**src/additive_oscillator_bank_unit_assert.svh**
```systemverilog
// Assertion macros used by the oscillator bank controller.
`ifndef ADDITIVE_OSCILLATOR_BANK_UNIT_ASSERT_SVH
`define ADDITIVE_OSCILLATOR_BANK_UNIT_ASSERT_SVH

`ifndef NO_ASSERTIONS
// property must hold at every edge outside reset
`define AOB_ASSERT_CLK(lbl, clk, rst_n, prop, msg) \
    lbl: assert property (@(posedge clk) disable iff (!rst_n) prop) else $error(msg);
// condition must never be seen outside reset
`define AOB_ASSERT_NEVER(lbl, clk, rst_n, cond, msg) \
    lbl: assert property (@(posedge clk) disable iff (!rst_n) !(cond)) else $error(msg);
`else
`define AOB_ASSERT_CLK(lbl, clk, rst_n, prop, msg)
`define AOB_ASSERT_NEVER(lbl, clk, rst_n, cond, msg)
`endif

`endif

```
**src/aob_pkg.sv**
```systemverilog
package aob_pkg;

    localparam int CHANNELS     = 256;
    localparam int SINE_ENTRIES = 1024;

    localparam int CH_BITS  = (CHANNELS > 1) ? $clog2(CHANNELS) : 1;
    localparam int SE_BITS  = $clog2(SINE_ENTRIES);
    localparam int QUARTER  = SINE_ENTRIES / 4;
    localparam int QB       = SE_BITS - 2;

    localparam int PHASE_W  = 32;
    localparam int VOL_W    = 8;
    localparam int SMP_W    = 16;
    localparam int SIN_W    = 16;
    localparam int GAIN_W   = 24;
    localparam int ROWS_W   = 9;
    localparam int CFG_W    = 32;
    localparam int CFG_IDX_W = 2;
    localparam int PROD_W   = VOL_W + SIN_W + 1;
    localparam int ACC_W    = VOL_W + SIN_W + CH_BITS + 1;
    localparam int GAIN_SHIFT = 31;
    localparam int SCL_W    = ACC_W + GAIN_W - GAIN_SHIFT;

    // pipeline stages behind the channel issue: read, index, lookup, multiply
    localparam int DRAIN_CYCLES = 4;
    localparam int WAIT_W       = 3;

    // floor(t/3) for t <= 765 as (t*683) >> 11
    localparam int DIV3_MUL   = 683;
    localparam int DIV3_SHIFT = 11;

    typedef enum logic [CFG_IDX_W-1:0] {
        CFG_TOP_INC  = 2'd0,
        CFG_INC_STEP = 2'd1,
        CFG_ROWS     = 2'd2,
        CFG_GAIN     = 2'd3
    } t_cfg_reg;

    localparam logic [PHASE_W-1:0] TOP_INC_RST  = 32'd1947836737;
    localparam logic [PHASE_W-1:0] INC_STEP_RST = 32'hFF97_829D;
    localparam logic [ROWS_W-1:0]  ROWS_RST     = 9'd256;
    localparam logic [GAIN_W-1:0]  GAIN_RST     = 24'd30118;

    localparam longint unsigned HALF_PI_Q30 = 64'd1686629713;
    localparam longint unsigned ONE_Q30     = 64'd1073741824;

    typedef struct packed {
        logic start;       // clear accumulator and channel count, load top increment
        logic issue;       // send the next channel down the pipe
        logic phase_done;  // every phase entry now holds a written value
        logic mag;         // take magnitude of the sum
        logic mul;         // apply output gain
        logic load_out;    // saturate into the output register
        logic pix_write;   // store a pixel volume
    } t_ctrl_cmd;

    typedef struct packed {
        logic last_ch;
    } t_dp_status;

    typedef logic [SIN_W-2:0] t_qtab [QUARTER];

    // Quarter-wave sine magnitude, unsigned Q0.15, from a truncated Taylor series in Q30
    function automatic logic [SIN_W-2:0] sine_mag(input longint unsigned r);
        longint unsigned x;
        longint unsigned x2;
        longint unsigned term;
        longint unsigned pos;
        longint unsigned neg;
        longint unsigned s;
        longint unsigned v;
        x    = (r * HALF_PI_Q30) / QUARTER;
        x2   = (x * x) >> 30;
        term = x;
        pos  = x;
        neg  = 0;
        term = ((term * x2) >> 30) / 6;   neg += term;
        term = ((term * x2) >> 30) / 20;  pos += term;
        term = ((term * x2) >> 30) / 42;  neg += term;
        term = ((term * x2) >> 30) / 72;  pos += term;
        term = ((term * x2) >> 30) / 110; neg += term;
        term = ((term * x2) >> 30) / 156; pos += term;
        term = ((term * x2) >> 30) / 210; neg += term;
        s = (pos > neg) ? (pos - neg) : 64'd0;
        v = (s * 32767 + (ONE_Q30 >> 1)) >> 30;
        if (v > 32767) begin
            v = 32767;
        end
        return v[SIN_W-2:0];
    endfunction

    function automatic t_qtab build_qtab();
        t_qtab tab;
        for (int i = 0; i < QUARTER; i++) begin
            tab[i] = sine_mag(longint'(i));
        end
        return tab;
    endfunction

    localparam t_qtab SINE_QTAB = build_qtab();
    localparam logic [SIN_W-2:0] SINE_PEAK = sine_mag(longint'(QUARTER));

endpackage

```
**src/aob_ctrl.sv**
```systemverilog
`include "additive_oscillator_bank_unit_assert.svh"

module aob_ctrl (
    input  logic                  i_clk,
    input  logic                  i_rst_n,
    input  logic                  i_valid,
    input  logic                  i_mode,
    output logic                  o_stall,
    output logic                  o_valid,
    input  logic                  i_stall,
    input  aob_pkg::t_dp_status   i_status,
    output aob_pkg::t_ctrl_cmd    o_cmd
);

    localparam logic [2:0] S_IDLE  = 3'd0;
    localparam logic [2:0] S_RUN   = 3'd1;
    localparam logic [2:0] S_DRAIN = 3'd2;
    localparam logic [2:0] S_MAG   = 3'd3;
    localparam logic [2:0] S_MUL   = 3'd4;
    localparam logic [2:0] S_OUT   = 3'd5;

    logic [2:0]                   r_state, n_state;
    logic [aob_pkg::WAIT_W-1:0]   r_wait, n_wait;
    logic                         r_out_valid, n_out_valid;
    logic                         w_accept;
    logic                         w_out_free;

    assign w_accept   = i_valid && (r_state == S_IDLE);
    assign w_out_free = !r_out_valid || !i_stall;

    always_comb begin
        n_state     = r_state;
        n_wait      = r_wait;
        n_out_valid = r_out_valid;
        o_cmd       = '0;
        if (r_out_valid && !i_stall) begin
            n_out_valid = 1'b0;
        end
        unique case (r_state)
            S_IDLE: begin
                if (w_accept) begin
                    if (i_mode) begin
                        o_cmd.start = 1'b1;
                        n_state     = S_RUN;
                    end else begin
                        o_cmd.pix_write = 1'b1;
                    end
                end
            end
            S_RUN: begin
                o_cmd.issue = 1'b1;
                if (i_status.last_ch) begin
                    n_wait  = '0;
                    n_state = S_DRAIN;
                end
            end
            S_DRAIN: begin
                n_wait = r_wait + 1'b1;
                if (r_wait == aob_pkg::WAIT_W'(aob_pkg::DRAIN_CYCLES - 1)) begin
                    n_state = S_MAG;
                end
            end
            S_MAG: begin
                o_cmd.mag        = 1'b1;
                o_cmd.phase_done = 1'b1;
                n_state          = S_MUL;
            end
            S_MUL: begin
                o_cmd.mul = 1'b1;
                n_state   = S_OUT;
            end
            S_OUT: begin
                if (w_out_free) begin
                    o_cmd.load_out = 1'b1;
                    n_out_valid    = 1'b1;
                    n_state        = S_IDLE;
                end
            end
            default: begin
                n_state = S_IDLE;
            end
        endcase
    end

    always_ff @(posedge i_clk) begin
        if (!i_rst_n) begin
            r_state     <= S_IDLE;
            r_wait      <= '0;
            r_out_valid <= 1'b0;
        end else begin
            r_state     <= n_state;
            r_wait      <= n_wait;
            r_out_valid <= n_out_valid;
        end
    end

    assign o_stall = (r_state != S_IDLE);
    assign o_valid = r_out_valid;

    `AOB_ASSERT_CLK(a_tick_starts_run, i_clk, i_rst_n, (i_valid && !o_stall && i_mode) |=> (r_state == S_RUN), "tick word did not start a channel sweep")
    `AOB_ASSERT_CLK(a_result_from_final, i_clk, i_rst_n, $rose(r_out_valid) |-> $past(r_state == S_OUT), "result word appeared outside the final step")
    `AOB_ASSERT_NEVER(a_drain_bound, i_clk, i_rst_n, (r_state == S_DRAIN) && (r_wait >= aob_pkg::WAIT_W'(aob_pkg::DRAIN_CYCLES)), "drain count ran past the pipeline depth")
    `AOB_ASSERT_CLK(a_held_result_waits, i_clk, i_rst_n, (r_state == S_OUT && r_out_valid && i_stall) |=> (r_state == S_OUT), "new result overran a stalled word")

endmodule

```
**config.mk**
```make
export PLATFORM = sky130hd
export DESIGN_NAME = aob_ctrl
export DESIGN_NICKNAME = d
export VERILOG_FILES = /design/src/aob_pkg.sv /design/src/aob_ctrl.sv
export VERILOG_INCLUDE_DIRS = /design/src /design/src/src
export SDC_FILE = /design/constraint.sdc
export NUM_CORES = 1
export LEC_CHECK = 0
export ABC_AREA = 1
export BUFFER_PORTS_ARGS = -buffer_cell sky130_fd_sc_hd__buf_2
export CAP_MARGIN = 40
export CORE_AREA = 2 2 39 41
export DETAILED_ROUTE_END_ITERATION = 7
export DIE_AREA = 0 0 41 43
export GPL_TIMING_DRIVEN = 0
export PLACE_DENSITY = 0.57
export SYNTH_ARGS = -nofsm -noshare
export SYNTH_HDL_FRONTEND = slang
export SYNTH_SLANG_ARGS = --single-unit
```
**constraint.sdc**
```tcl
create_clock -name i_clk -period 1.29 [get_ports i_clk]
set_clock_uncertainty 0.05 [all_clocks]
set_input_delay 0.129 -clock i_clk [delete_from_list [all_inputs] [get_ports i_clk]]
set_output_delay 0.129 -clock i_clk [all_outputs]
set_load 0.1 [all_outputs]
```
==> impl_metrics.toml <==
[clocking]
clock_latency_ns = 0.25
cts_root_buffer = "sky130_fd_sc_hd__clkbuf_4"
cts_tree = "built"
htree_num_levels = 1
numCtsBuffers = 3
cts_hold_buf = 0
cts.sinks = 7
clkTransAtPathRegs_ns = 0.05
clock_tree_buffer_depth = 2

[global_routing]
globalRoute.busiestLayer = "met2"
grt_start_max_net_pins = 7
met3_usage_pct = 3.14
grt.overflow.total = 0
globalRouteTotalUtil_pct = 15.6
grt_util_met1_pct = 14.8
number_of_antenna_violations_at_the_first_check_in_global_routing = 0
grt.met2_usage_pct = 27.5
first_global_vias = 460
global_route_wire_length_before_repair_um = 1800

[routing]
routedWlPerCell_um = 10.7
detail_route.first_pass.iterations = 4
drtIter0Drc = 2
detail_route.drc_violations = 0
total_via_count_after_detailed_routing = 475
post_drt_via_cell_ratio = 4.52
detail-route-antenna-nets = 0
totalWireLength_um = 1130

[outcome]
status = "finished, violations left"
violated_checks = "setup timing"

[setup_path]
criticalPathCategory = "reg -> out"
required_ns = 1.11
timing.critical_path.fanout_max = 6
endpoint_kind = "primary output"
cp_data_arrival_time_ns = 1.28
critPathLaunchType = "flip-flop"

[yosys]
count_of_flip_flops_with_a_built_in_enable_after_synthesis = 0
number_of_standard_cells_after_synthesis = 60
syn_area_sq_um = 425
yosys_warnings = 0
ys_ff_latch = 7
synth_top_area_share_pct = 32.9
seq_area_frac_synth_pct = 32.9
netlist_top_cells_count = "sky130_fd_sc_hd__inv_1 (8), sky130_fd_sc_hd__nand2_1 (8), sky130_fd_sc_hd__dfxtp_1 (7), sky130_fd_sc_hd__nor2_1 (6), sky130_fd_sc_hd__a21oi_1 (5)"
synthesis.nets = 68
async_flop_share_pct = 0
yosys_most_used_dff = "sky130_fd_sc_hd__dfxtp_1"
netlist.top_cell.by_area = "sky130_fd_sc_hd__dfxtp_1"
syn_avg_cell_area_sq_um = 7.09
ys_top_cells_by_area = "sky130_fd_sc_hd__dfxtp_1 (33%), sky130_fd_sc_hd__inv_1 (7.1%), sky130_fd_sc_hd__nand2_1 (7.1%), sky130_fd_sc_hd__a21oi_1 (5.9%), sky130_fd_sc_hd__ha_1 (5.9%)"
synth.distinct_cells = 18

[pwr]
power.density_nw_per_um2 = 1840
power.leakage_nw = 0.375
peak_supply_drop_uv = 833
fin_total_pwr_w = 0.00157

[worst_hold_path]
classification_of_the_worst_slack_hold_path = "in -> reg"

[cells_and_area]
syn_to_final_growth_pct = 99.7
diodes = 0
post_route_cells_drive_above_1_share_pct = 62.9
layout.nets = 98

[sta]
fmax_mhz = 687
unrepaired_setup_endpoints_after_global_routing = "yes"
final_max_slew_viol_count = 0
timing.final.setup_violations = 9
tightest_slew_ns = 0.482
final.hold.worst_slack_ns = 0.0697
final_critical_path_setup_slack_ns = -0.166
maxSlewHeadroom_pct = 68.1
share_of_the_cycle_needed_by_the_critical_path_after_routing_pct = 113
post-route-min-period_ns = 1.46
hold_viol = 0

[floorplanning]
floorplan.die.width_um = 41
die_h_um = 43
standard_cell_core_area_sq_um = 1380
die_ar_sq_um = 1760
initial_utilization_pct = 30.7
placement_rows = 14
ios = 15

[placement]
gpl.final_weighted_congestion = 0.642
port_buffers = 14
dp_hpwl_um = 789

[job]
maxCapViolCount = 0
## metrics by stage
step           utilization, %  cell area [sq um]  TNS, ns  cells  worst slack [ns]
2_1_floorplan               -                517    -3.10     60            -0.477
3_3_place_gp             43.9                607   -0.255     90            -0.125
3_5_place_dp             43.9                607   -0.323     90            -0.134
4_1_cts                  58.5                810   -0.784    101            -0.207
5_1_grt                  61.4                850    -1.49    105            -0.217
6_report                 61.4                850   -0.879    105            -0.166
## layer usage
layer	wire [um]	up-vias	part of all wire [%]
met5	0	-	0
met4	23	0	2.0
met3	28	4	2.5
met2	661	11	59
met1	414	212	37
li1	-	248	-
## power breakdown
part	total (W)	switching, W	internal (W)
combinational	0.00105	0.000651	0.000397
clock	0.000196	0.0000782	0.000118
sequential	0.000322	0.0000678	0.000254
## state kept, by name, summed over array words and instances, names as in the netlist
register,count
r_state,3
o_valid,1
r_wait,3
## layout by cell type, fill, tap and decap left out, types with 3 or more instances in the layout
cell and instances:
sky130_fd_sc_hd__inv_4 4, sky130_fd_sc_hd__inv_1 7, sky130_fd_sc_hd__buf_2 7, sky130_fd_sc_hd__nand3_2 3
sky130_fd_sc_hd__nor3_4 3, sky130_fd_sc_hd__a21oi_1 3, sky130_fd_sc_hd__nor2_1 6, sky130_fd_sc_hd__clkbuf_4 3
sky130_fd_sc_hd__dfxtp_4 4, sky130_fd_sc_hd__nand2_1 8, sky130_fd_sc_hd__buf_12 7, sky130_fd_sc_hd__buf_4 10
## area by class of cell
type	count	area (sq um)
Buffer	1	11.3
Clock buffer	4	26.3
Fill cell	120	534
Inverter	12	55.1
Multi-Input combinational cell	40	319
Sequential cell	7	156
Tap cell	16	20.0
Timing Repair Buffer	25	262
## worst max-delay path, stage by stage, from the launching register on
cell and delay [ns]:
sky130_fd_sc_hd__dfxtp_4 0.38, sky130_fd_sc_hd__nor2_4 0.15, sky130_fd_sc_hd__nand2_8 0.08, sky130_fd_sc_hd__nor3b_4 0.21, sky130_fd_sc_hd__buf_12 0.20
## path summary, 6_finish.rpt
| check | from | slack [ns] | endpoint | cells past startpoint |
|---|---|---|---|---|
| worst max register to register | r_state[0] | -0.05 | r_state[0] | 9 |
| worst max-delay path | r_state[0] | -0.17 | o_cmd[6] | 4 |
| worst min-delay path | i_rst_n | 0.07 | r_state[0] | 3 |
| worst min register to register | r_wait[2] | 0.41 | r_wait[2] | 2 |
## timing repair
| action | in CTS | in global routing |
|---|---|---|
| resized for setup | 36 | 2 |
| setup buffers | 7 | 4 |
| endpoints found under the setup margin | 9 | 12 |
| pin swaps | 8 | 3 |
## logic make-up (layout without fill, tap and decap cells)
kind of cell    after synthesis  count (layout)  share of synthesized area, %
buf+inv                      13              42                          12.4
simple gates                 30              30                          38.5
compound gates                8               8                          10.3
fa+ha+maj                     2               2                          5.88
flops                         7               7                          32.9
Power figures use the tool's default switching activity.
